==> config.mk <==
export PLATFORM = sky130hd
export DESIGN_NAME = circular_fifo_with_search_core
export DESIGN_NICKNAME = d
export VERILOG_FILES = /design/src/rtl/core/cfws_pkg.sv /design/src/rtl/core/cfws_cell.sv /design/src/rtl/core/circular_fifo_with_search_core.sv
export SDC_FILE = /design/constraint.sdc
export NUM_CORES = 2
export LEC_CHECK = 0
export CELL_PAD_IN_SITES_DETAIL_PLACEMENT = 1
export CELL_PAD_IN_SITES_GLOBAL_PLACEMENT = 1
export CORE_MARGIN = 5
export CORE_UTILIZATION = 55
export CTS_CLUSTER_DIAMETER = 40
export DETAILED_ROUTE_END_ITERATION = 8
export DONT_BUFFER_PORTS = 1
export GPL_ROUTABILITY_DRIVEN = 0
export PLACE_DENSITY_LB_ADDON = 0.1
export SLEW_MARGIN = 10
export SYNTH_ARGS = -nofsm -noshare
export SYNTH_HDL_FRONTEND = slang
export SYNTH_SLANG_ARGS = --single-unit
==> constraint.sdc <==
create_clock -name clock -period 6.1 [get_ports clock]
set_input_delay 0.915 -clock clock [delete_from_list [all_inputs] [get_ports clock]]
set_output_delay 0.915 -clock clock [all_outputs]
set_load 0.02 [all_outputs]
==> src/rtl/core/cfws_pkg.sv <==
// ----------------------------------------------------------------------------
// cfws_pkg
// shared types and codes for the circular fifo with search
// ----------------------------------------------------------------------------
package cfws_pkg;

   localparam int WORD_W = 32;

   typedef enum logic [1:0] {
      CMD_ENQUEUE = 2'd0,
      CMD_DEQUEUE = 2'd1,
      CMD_SEARCH  = 2'd2,
      CMD_CLEAR   = 2'd3
   } command_type;

   typedef enum logic [2:0] {
      STATUS_OK        = 3'd0,
      STATUS_BAD_INDEX = 3'd1,
      STATUS_EMPTY     = 3'd2,
      STATUS_FULL      = 3'd3,
      STATUS_NOT_FOUND = 3'd4
   } status_type;

   // what a storage cell does in one cycle
   typedef enum logic [1:0] {
      CELL_HOLD  = 2'd0,
      CELL_LOAD  = 2'd1,
      CELL_SHIFT = 2'd2,
      CELL_WRAP  = 2'd3
   } cell_op_type;

   typedef enum logic {
      FSM_IDLE = 1'b0,
      FSM_SCAN = 1'b1
   } fsm_state_type;

endpackage

==> src/rtl/core/cfws_cell.sv <==
// ----------------------------------------------------------------------------
// cfws_cell
// one word of the queue: holds, loads a new word, takes its neighbor's word
// or takes the front word when the queue rotates
// ----------------------------------------------------------------------------
module cfws_cell import cfws_pkg::*; (
   input  logic              clock,
   input  cell_op_type       op,
   input  logic [WORD_W-1:0] load_word,
   input  logic [WORD_W-1:0] next_word,
   input  logic [WORD_W-1:0] head_word,
   output logic [WORD_W-1:0] word
);

   logic [WORD_W-1:0] word_ff;
   logic [WORD_W-1:0] word_in;

   always_comb begin
      case (op)
         CELL_HOLD:  word_in = word_ff;
         CELL_LOAD:  word_in = load_word;
         CELL_SHIFT: word_in = next_word;
         CELL_WRAP:  word_in = head_word;
         default:    word_in = word_ff;
      endcase
   end

   always_ff @(posedge clock) begin
      word_ff <= word_in;
   end

   assign word = word_ff;

endmodule

==> src/rtl/core/circular_fifo_with_search_core.sv <==
// ----------------------------------------------------------------------------
// circular_fifo_with_search_core
// fifo of signed words with index-checked enqueue/dequeue, search and clear
// ----------------------------------------------------------------------------
// The queue lives in a chain of DEPTH cells, cell 0 always holding the front
// word. An enqueue writes the cell at the current count, a dequeue shifts the
// whole chain one cell toward the front. Every command gives exactly one
// result transfer carrying a status and the count after the command. A
// transfer on req_ lands in a one-entry command register; enqueue, dequeue
// and clear complete from that register once the result register is free,
// and a new transfer is taken as the held one retires, so with no back
// pressure one command is taken every cycle. A search rotates the occupied
// cells one place per cycle past a comparator on cell 0 until the queue is
// back in order, blocking further commands meanwhile. The result sits in an
// output register; the next command is taken while it waits on rsp_stall.
// Stored words have no reset; reset clears only the count and control.
// ----------------------------------------------------------------------------
module circular_fifo_with_search_core import cfws_pkg::*; #(
   parameter int DEPTH = 64,
   localparam int CNT_W = $clog2(DEPTH + 1),
   localparam int POS_W = (DEPTH > 1) ? $clog2(DEPTH) : 1
) (
   input  logic                     clock,
   input  logic                     reset,
   // command channel
   input  logic                     req_valid,
   output logic                     req_stall,
   input  logic [1:0]               req_command,
   input  logic [CNT_W-1:0]         req_position_request,
   input  logic signed [WORD_W-1:0] req_value,
   // result channel
   output logic                     rsp_valid,
   input  logic                     rsp_stall,
   output logic [2:0]               rsp_status,
   output logic signed [WORD_W-1:0] rsp_removed_word,
   output logic [POS_W-1:0]         rsp_found_position,
   output logic [CNT_W-1:0]         rsp_occupancy
);

   // command register
   logic              item_valid_ff, item_valid_in;
   command_type       item_cmd_ff, item_cmd_in;
   logic [CNT_W-1:0]  item_pos_ff, item_pos_in;
   logic [WORD_W-1:0] item_value_ff, item_value_in;

   // queue control
   fsm_state_type     state_ff, state_in;
   logic [CNT_W-1:0]  count_ff, count_in;
   logic [CNT_W-1:0]  step_ff, step_in;
   logic              hit_ff, hit_in;
   logic [POS_W-1:0]  hit_pos_ff, hit_pos_in;

   // result register
   logic              rsp_valid_ff, rsp_valid_in;
   status_type        rsp_status_ff, rsp_status_in;
   logic [WORD_W-1:0] rsp_word_ff, rsp_word_in;
   logic [POS_W-1:0]  rsp_pos_ff, rsp_pos_in;
   logic [CNT_W-1:0]  rsp_count_ff, rsp_count_in;

   logic              req_take;
   logic              out_free;
   logic              item_done;
   logic              do_enqueue;
   logic              do_dequeue;
   logic              do_rotate;

   // cell chain
   logic [WORD_W-1:0] cell_word [DEPTH];
   cell_op_type       cell_op   [DEPTH];

   assign out_free  = !rsp_valid_ff || !rsp_stall;
   assign req_stall = item_valid_ff && !item_done;
   assign req_take  = req_valid && !req_stall;

   // ---- command sequencing ----
   always_comb begin
      state_in      = state_ff;
      count_in      = count_ff;
      step_in       = step_ff;
      hit_in        = hit_ff;
      hit_pos_in    = hit_pos_ff;
      item_done     = 1'b0;
      do_enqueue    = 1'b0;
      do_dequeue    = 1'b0;
      do_rotate     = 1'b0;
      rsp_status_in = rsp_status_ff;
      rsp_word_in   = rsp_word_ff;
      rsp_pos_in    = rsp_pos_ff;
      rsp_count_in  = rsp_count_ff;

      case (state_ff)
         FSM_IDLE: begin
            if (item_valid_ff) begin
               if (item_cmd_ff == CMD_SEARCH) begin
                  // start a full rotation of the occupied cells
                  state_in = FSM_SCAN;
                  step_in  = '0;
                  hit_in   = 1'b0;
               end else if (out_free) begin
                  item_done     = 1'b1;
                  rsp_status_in = STATUS_OK;
                  rsp_word_in   = '0;
                  rsp_pos_in    = '0;
                  case (item_cmd_ff)
                     CMD_ENQUEUE: begin
                        // index is checked before fullness
                        if (item_pos_ff != count_ff) begin
                           rsp_status_in = STATUS_BAD_INDEX;
                        end else if (count_ff == CNT_W'(DEPTH)) begin
                           rsp_status_in = STATUS_FULL;
                        end else begin
                           do_enqueue = 1'b1;
                           count_in   = count_ff + 1'b1;
                        end
                     end
                     CMD_DEQUEUE: begin
                        // emptiness is checked before the index
                        if (count_ff == '0) begin
                           rsp_status_in = STATUS_EMPTY;
                        end else if (item_pos_ff != '0) begin
                           rsp_status_in = STATUS_BAD_INDEX;
                        end else begin
                           do_dequeue  = 1'b1;
                           rsp_word_in = cell_word[0];
                           count_in    = count_ff - 1'b1;
                        end
                     end
                     CMD_CLEAR: begin
                        count_in = '0;
                     end
                     default: begin
                        rsp_status_in = STATUS_OK;
                     end
                  endcase
                  rsp_count_in = count_in;
               end
            end
         end
         FSM_SCAN: begin
            if (step_ff != count_ff) begin
               // compare the front word, then rotate it to the back
               do_rotate = 1'b1;
               step_in   = step_ff + 1'b1;
               if (!hit_ff && (cell_word[0] == item_value_ff)) begin
                  hit_in     = 1'b1;
                  hit_pos_in = step_ff[POS_W-1:0];
               end
            end else if (out_free) begin
               // rotation complete: queue is back in order
               item_done     = 1'b1;
               state_in      = FSM_IDLE;
               rsp_status_in = hit_ff ? STATUS_OK : STATUS_NOT_FOUND;
               rsp_word_in   = '0;
               rsp_pos_in    = hit_ff ? hit_pos_ff : '0;
               rsp_count_in  = count_ff;
            end
         end
         default: begin
            state_in = FSM_IDLE;
         end
      endcase
   end

   // command register accepts a new transfer in the cycle the old one retires
   always_comb begin
      item_valid_in = req_take || (item_valid_ff && !item_done);
      item_cmd_in   = item_cmd_ff;
      item_pos_in   = item_pos_ff;
      item_value_in = item_value_ff;
      if (req_take) begin
         item_cmd_in   = command_type'(req_command);
         item_pos_in   = req_position_request;
         item_value_in = req_value;
      end
   end

   // result register: a new result loads whenever a command retires
   assign rsp_valid_in = item_done || (rsp_valid_ff && rsp_stall);

   always_ff @(posedge clock) begin
      if (reset) begin
         item_valid_ff <= 1'b0;
         state_ff      <= FSM_IDLE;
         count_ff      <= '0;
         step_ff       <= '0;
         hit_ff        <= 1'b0;
         rsp_valid_ff  <= 1'b0;
      end else begin
         item_valid_ff <= item_valid_in;
         state_ff      <= state_in;
         count_ff      <= count_in;
         step_ff       <= step_in;
         hit_ff        <= hit_in;
         rsp_valid_ff  <= rsp_valid_in;
      end
   end

   // payload registers, no reset needed
   always_ff @(posedge clock) begin
      item_cmd_ff   <= item_cmd_in;
      item_pos_ff   <= item_pos_in;
      item_value_ff <= item_value_in;
      hit_pos_ff    <= hit_pos_in;
      rsp_status_ff <= rsp_status_in;
      rsp_word_ff   <= rsp_word_in;
      rsp_pos_ff    <= rsp_pos_in;
      rsp_count_ff  <= rsp_count_in;
   end

   // ---- cell chain ----
   // enqueue loads the cell at the count, dequeue shifts every cell forward,
   // a rotation step shifts forward and drops the front word into the last
   // occupied cell
   for (genvar i = 0; i < DEPTH; i++) begin : g_cell
      logic [WORD_W-1:0] neighbor_word;

      if (i < DEPTH - 1) begin : g_inner
         assign neighbor_word = cell_word[i+1];
      end else begin : g_last
         assign neighbor_word = cell_word[0];
      end

      always_comb begin
         cell_op[i] = CELL_HOLD;
         if (do_enqueue && (count_ff == CNT_W'(i))) begin
            cell_op[i] = CELL_LOAD;
         end else if (do_dequeue) begin
            cell_op[i] = CELL_SHIFT;
         end else if (do_rotate) begin
            cell_op[i] = (count_ff == CNT_W'(i + 1)) ? CELL_WRAP : CELL_SHIFT;
         end
      end

      cfws_cell u_cell (
         .clock     (clock),
         .op        (cell_op[i]),
         .load_word (item_value_ff),
         .next_word (neighbor_word),
         .head_word (cell_word[0]),
         .word      (cell_word[i])
      );
   end

   // ---- outputs ----
   assign rsp_valid          = rsp_valid_ff;
   assign rsp_status         = rsp_status_ff;
   assign rsp_removed_word   = rsp_word_ff;
   assign rsp_found_position = rsp_pos_ff;
   assign rsp_occupancy      = rsp_count_ff;

   // ---- assertions ----
   // the count never passes the capacity
   a_count_bound : assert property (@(posedge clock) disable iff (reset)
      count_ff <= CNT_W'(DEPTH))
      else $error("fifo count above capacity");

   // a rotation never runs past the occupied cells
   a_scan_bound : assert property (@(posedge clock) disable iff (reset)
      (state_ff == FSM_SCAN) |-> (step_ff <= count_ff))
      else $error("search rotation overran the count");

   // a search in progress always has its command held
   a_scan_has_item : assert property (@(posedge clock) disable iff (reset)
      (state_ff == FSM_SCAN) |-> item_valid_ff)
      else $error("search running without a held command");

   // a search never changes the count
   a_scan_keeps_count : assert property (@(posedge clock) disable iff (reset)
      (state_ff == FSM_SCAN) |=> (count_ff == $past(count_ff)))
      else $error("count changed during a search");

endmodule
==> flow_metrics.env <==
export IMPL_status="finished clean"
export IMPL_post_route_drc_count=0
export IMPL_fin_crit_ns=4.73
export IMPL_grt_usage_pct=34.3
export IMPL_grt_ovfl_total=0
export IMPL_synth_area_per_cell_sq_um=16.6
export IMPL_cp_arrival_ns=5.50
export IMPL_start_util_pct=55.5
export IMPL_cts_tree="yes"
export IMPL_p_switching_mw=8.29
export IMPL_netSwitchingFraction_pct=22.1
export IMPL_grt_pass1_wl_mm=458
export IMPL_hold_viol=0
export IMPL_slew_headroom_pct=3.34
export IMPL_power_mw=37.5
export IMPL_vias_per_cell=8.03
export IMPL_first_pass_iters=6
export IMPL_p_leak_nw=34.7
export IMPL_clk_pin_slew_ns=0.05
export IMPL_port_buffers=0
export IMPL_powerDensity_nw_per_um2=351
export IMPL_grt_antenna_before_repair=16
export IMPL_cts_root_buf="clkbuf_16"
export IMPL_die_area_sq_um=180000
export IMPL_instances_no_fill=7823
export IMPL_yosysSeqAreaShare_pct=68.7
export IMPL_ys_warn_count=0
export IMPL_whs_ns=0.0782
export IMPL_cts_hold_repair_buffers=0
export IMPL_start_kind="register"
export IMPL_syn_cell_area_sq_um=94200
export IMPL_maxCapViolCount=0
export IMPL_die_height_um=424
export IMPL_worstPathCellList="inv_1, ha_1, or3b_1, buf_4, o211ai_2, or2_4, buf_4, and3_4, buf_4, a221o_1"
export IMPL_clockBufferDepth=4
export IMPL_num_vias=62800
export IMPL_wl_per_cell_um=40.4
export IMPL_seqPwrFrac_pct=44.6
export IMPL_synth_nets=5730
export IMPL_synth_edff_count=2143
export IMPL_async_flop_share_pct=0
export IMPL_grt_setup_unrepaired="no"
export IMPL_crit_path_max_fanout=46
export IMPL_holdCritPathClass="in -> reg"
export IMPL_crit_top_cell="buf_4"
export IMPL_synth_flop_cell="edfxtp_1"
export IMPL_setup_viol=0
export IMPL_skew_ns=0.0596
export IMPL_dp_hpwl_mm=180
export IMPL_p_int_mw=29.2
export IMPL_max_stage_delay_ns=1.03
export IMPL_ctsResizeCount=0
export IMPL_drv_slew=0
export IMPL_pwr_share_comb_pct=5.3
export IMPL_grt_max_degree=66
export IMPL_drive_gt1_share_pct=18.8
export IMPL_numCtsBuffers=324
export IMPL_antenna_left=0
export IMPL_io_pins=95
export IMPL_cts_max_level=5
export IMPL_tightest_slew_ns=1.45
export IMPL_fill_cells=14200
export IMPL_fin_nets=5412
export IMPL_slowest_stage="and3_4"
export IMPL_clock_latency_ns=0.94
export IMPL_clock_sinks=2161
export IMPL_finalWirelength_mm=316
export IMPL_critical_path_class="reg -> reg"
export IMPL_post_route_period_util_pct=77.5
export IMPL_synth_cell_types=68
export IMPL_layout_setup_ws_ns=1.37
export IMPL_max_vdd_ir_drop_uv=241
export IMPL_place_ws_ns=1.58
export IMPL_drt_iter0_markers=9255
export IMPL_rows=151
export IMPL_postSynthCellCount=5678
export IMPL_grt_pass1_vias=63000
export IMPL_cp_data_required_time_ns=6.87
export IMPL_fmax_mhz=211
export IMPL_die_x_um=424
export IMPL_post_cts_setup_buffer_count=0
export IMPL_synth_seq_cells=2161
export IMPL_syn_to_final_growth_pct=13.5
export IMPL_design_core_area_sq_um=170000
export IMPL_worst_setup_path_end_kind="register"
export IMPL_clkPwrFrac_pct=50.1
export IMPL_setup_tns_ns=0
export IMPL_dp_cells=7251
logic make-up after synthesis:
kind of cell	count (synthesis)	share of synthesized area, %
AO/OA/AOI/OAI	2269	24.0
XOR/XNOR	50	0.465
adder cells (fa/ha/maj)	7	0.0930
buffers and inverters	929	4.73
flip-flops	2161	68.7
multiplexers	34	0.404
AND/OR/NAND/NOR	228	1.55
cells in the mapped netlist (12+ instances only):
master	instances	area share (%)
nor2_1	21	0.084
nand2_1	29	0.12
a221o_1	1984	21
buf_4	71	0.57
dfxtp_1	18	0.38
clkbuf_1	435	1.7
a2111oi_2	28	0.45
nor3_1	13	0.069
a21oi_1	33	0.18
edfxtp_1	2143	68
a21o_1	34	0.27
a2111oi_4	30	0.88
nand4_1	12	0.080
buf_2	370	2.0
and2_1	35	0.23
mux2_2	32	0.38
buf_6	32	0.38
a21oi_2	45	0.42
nand3_1	21	0.11
xnor2_1	46	0.43
and3_1	46	0.31
o21ai_0	68	0.36
power by group through the flow:
| stage | clock (mW) | sequential (mW) | combinational [mW] |
|---|---|---|---|
| after floorplan | 0 | 17.0 | 1.34 |
| after global placement | 0 | 17.0 | 1.79 |
| after detailed placement | 0 | 17.0 | 1.89 |
| after CTS | 19.0 | 16.7 | 1.94 |
| after global routing | 19.7 | 16.7 | 2.06 |
| final | 18.8 | 16.7 | 1.98 |
worst paths after layout:
| kind | startpoint | endpoint | slack, ns | cells past startpoint |
|---|---|---|---|---|
| min reg2reg | g_cell[51].u_cell.word[29]$_DFFE_PP_ | g_cell[50].u_cell.word[29]$_DFFE_PP_ | 0.50 | 1 |
| min | req_value[25] | item_value_ff[25]$_DFFE_PP_ | 0.08 | 0 |
| max reg2reg | count_ff[0]$_SDFFE_PP0P_ | g_cell[12].u_cell.word[6]$_DFFE_PP_ | 1.37 | 10 |
| max | count_ff[0]$_SDFFE_PP0P_ | g_cell[12].u_cell.word[6]$_DFFE_PP_ | 1.37 | 10 |
placed cells by master (no fill, tap or decap), types with 7 or more instances in the layout:
cell / instances
clkinv_2: 22
dfxtp_1: 18
nand3_1: 20
a21oi_4: 33
nor2_1: 21
clkbuf_16: 328
a31oi_1: 8
a221o_1: 1984
inv_6: 40
nand2_1: 28
clkinv_1: 29
a21o_1: 33
xnor2_1: 46
a21oi_2: 30
and2_1: 32
buf_12: 16
clkinvlp_4: 30
clkinv_4: 23
o21ai_4: 23
nor3_1: 13
o21ai_2: 40
bufinv_16: 45
buf_4: 257
and3_4: 33
a21oi_1: 15
inv_1: 7
nor4_4: 11
inv_8: 10
edfxtp_1: 2143
a2111oi_4: 52
and3_1: 13
mux2_2: 32
nand4_1: 12
clkbuf_1: 35
diode_2: 9
nor4_1: 7
layer usage:
layer / GRT usage (%) / up-vias / share of wire, %
li1: - / 24600 / -
met1: 46.1 / 33000 / 38
met2: 51.5 / 4316 / 45
met3: 9.44 / 851 / 11
met4: 18.0 / 8 / 6.0
met5: 0 / - / 0.029
critical path: cells and delay by family (launching register included):
family	cells	cell delay, ns
flip-flops	1	0.46
buffers and inverters	4	1.52
AO/OA/AOI/OAI	2	0.44
AND/OR/NAND/NOR	3	1.70
adder cells (fa/ha/maj)	1	0.36
metrics by stage:
stage / instance area, sq um / util (%)
finish: 107000 / 62.9
global route: 107000 / 62.9
CTS: 107000 / 62.9
detailed placement: 96000 / 56.5
global placement: 96000 / 56.5
floorplan: 94200 / -
cell type report:
type                    instances  area (sq um)  area share (%)
multi-input cells            2588         26200            24.5
diodes                          9          22.5          0.0211
well taps                    2218          2780            2.60
inverters                      10          42.5          0.0398
flip-flops and latches       2161         64700            60.6
repair buffers                275          2280            2.13
clock inverters               198          2460            2.31
clock buffers                 364          8350            7.82
state kept, by name, indices dropped and copies added (netlist names):
name,flops
count_ff,7
g_cell.u_cell.word,2048
hit_ff,1
hit_pos_ff,6
item_cmd_ff,2
item_pos_ff,7
item_valid_ff,1
item_value_ff,32
rsp_found_position,6
rsp_occupancy,7
rsp_removed_word,32
rsp_status,3
rsp_valid,1
state_ff,1
step_ff,7
No activity file was read; power rests on OpenSTA's default activity.
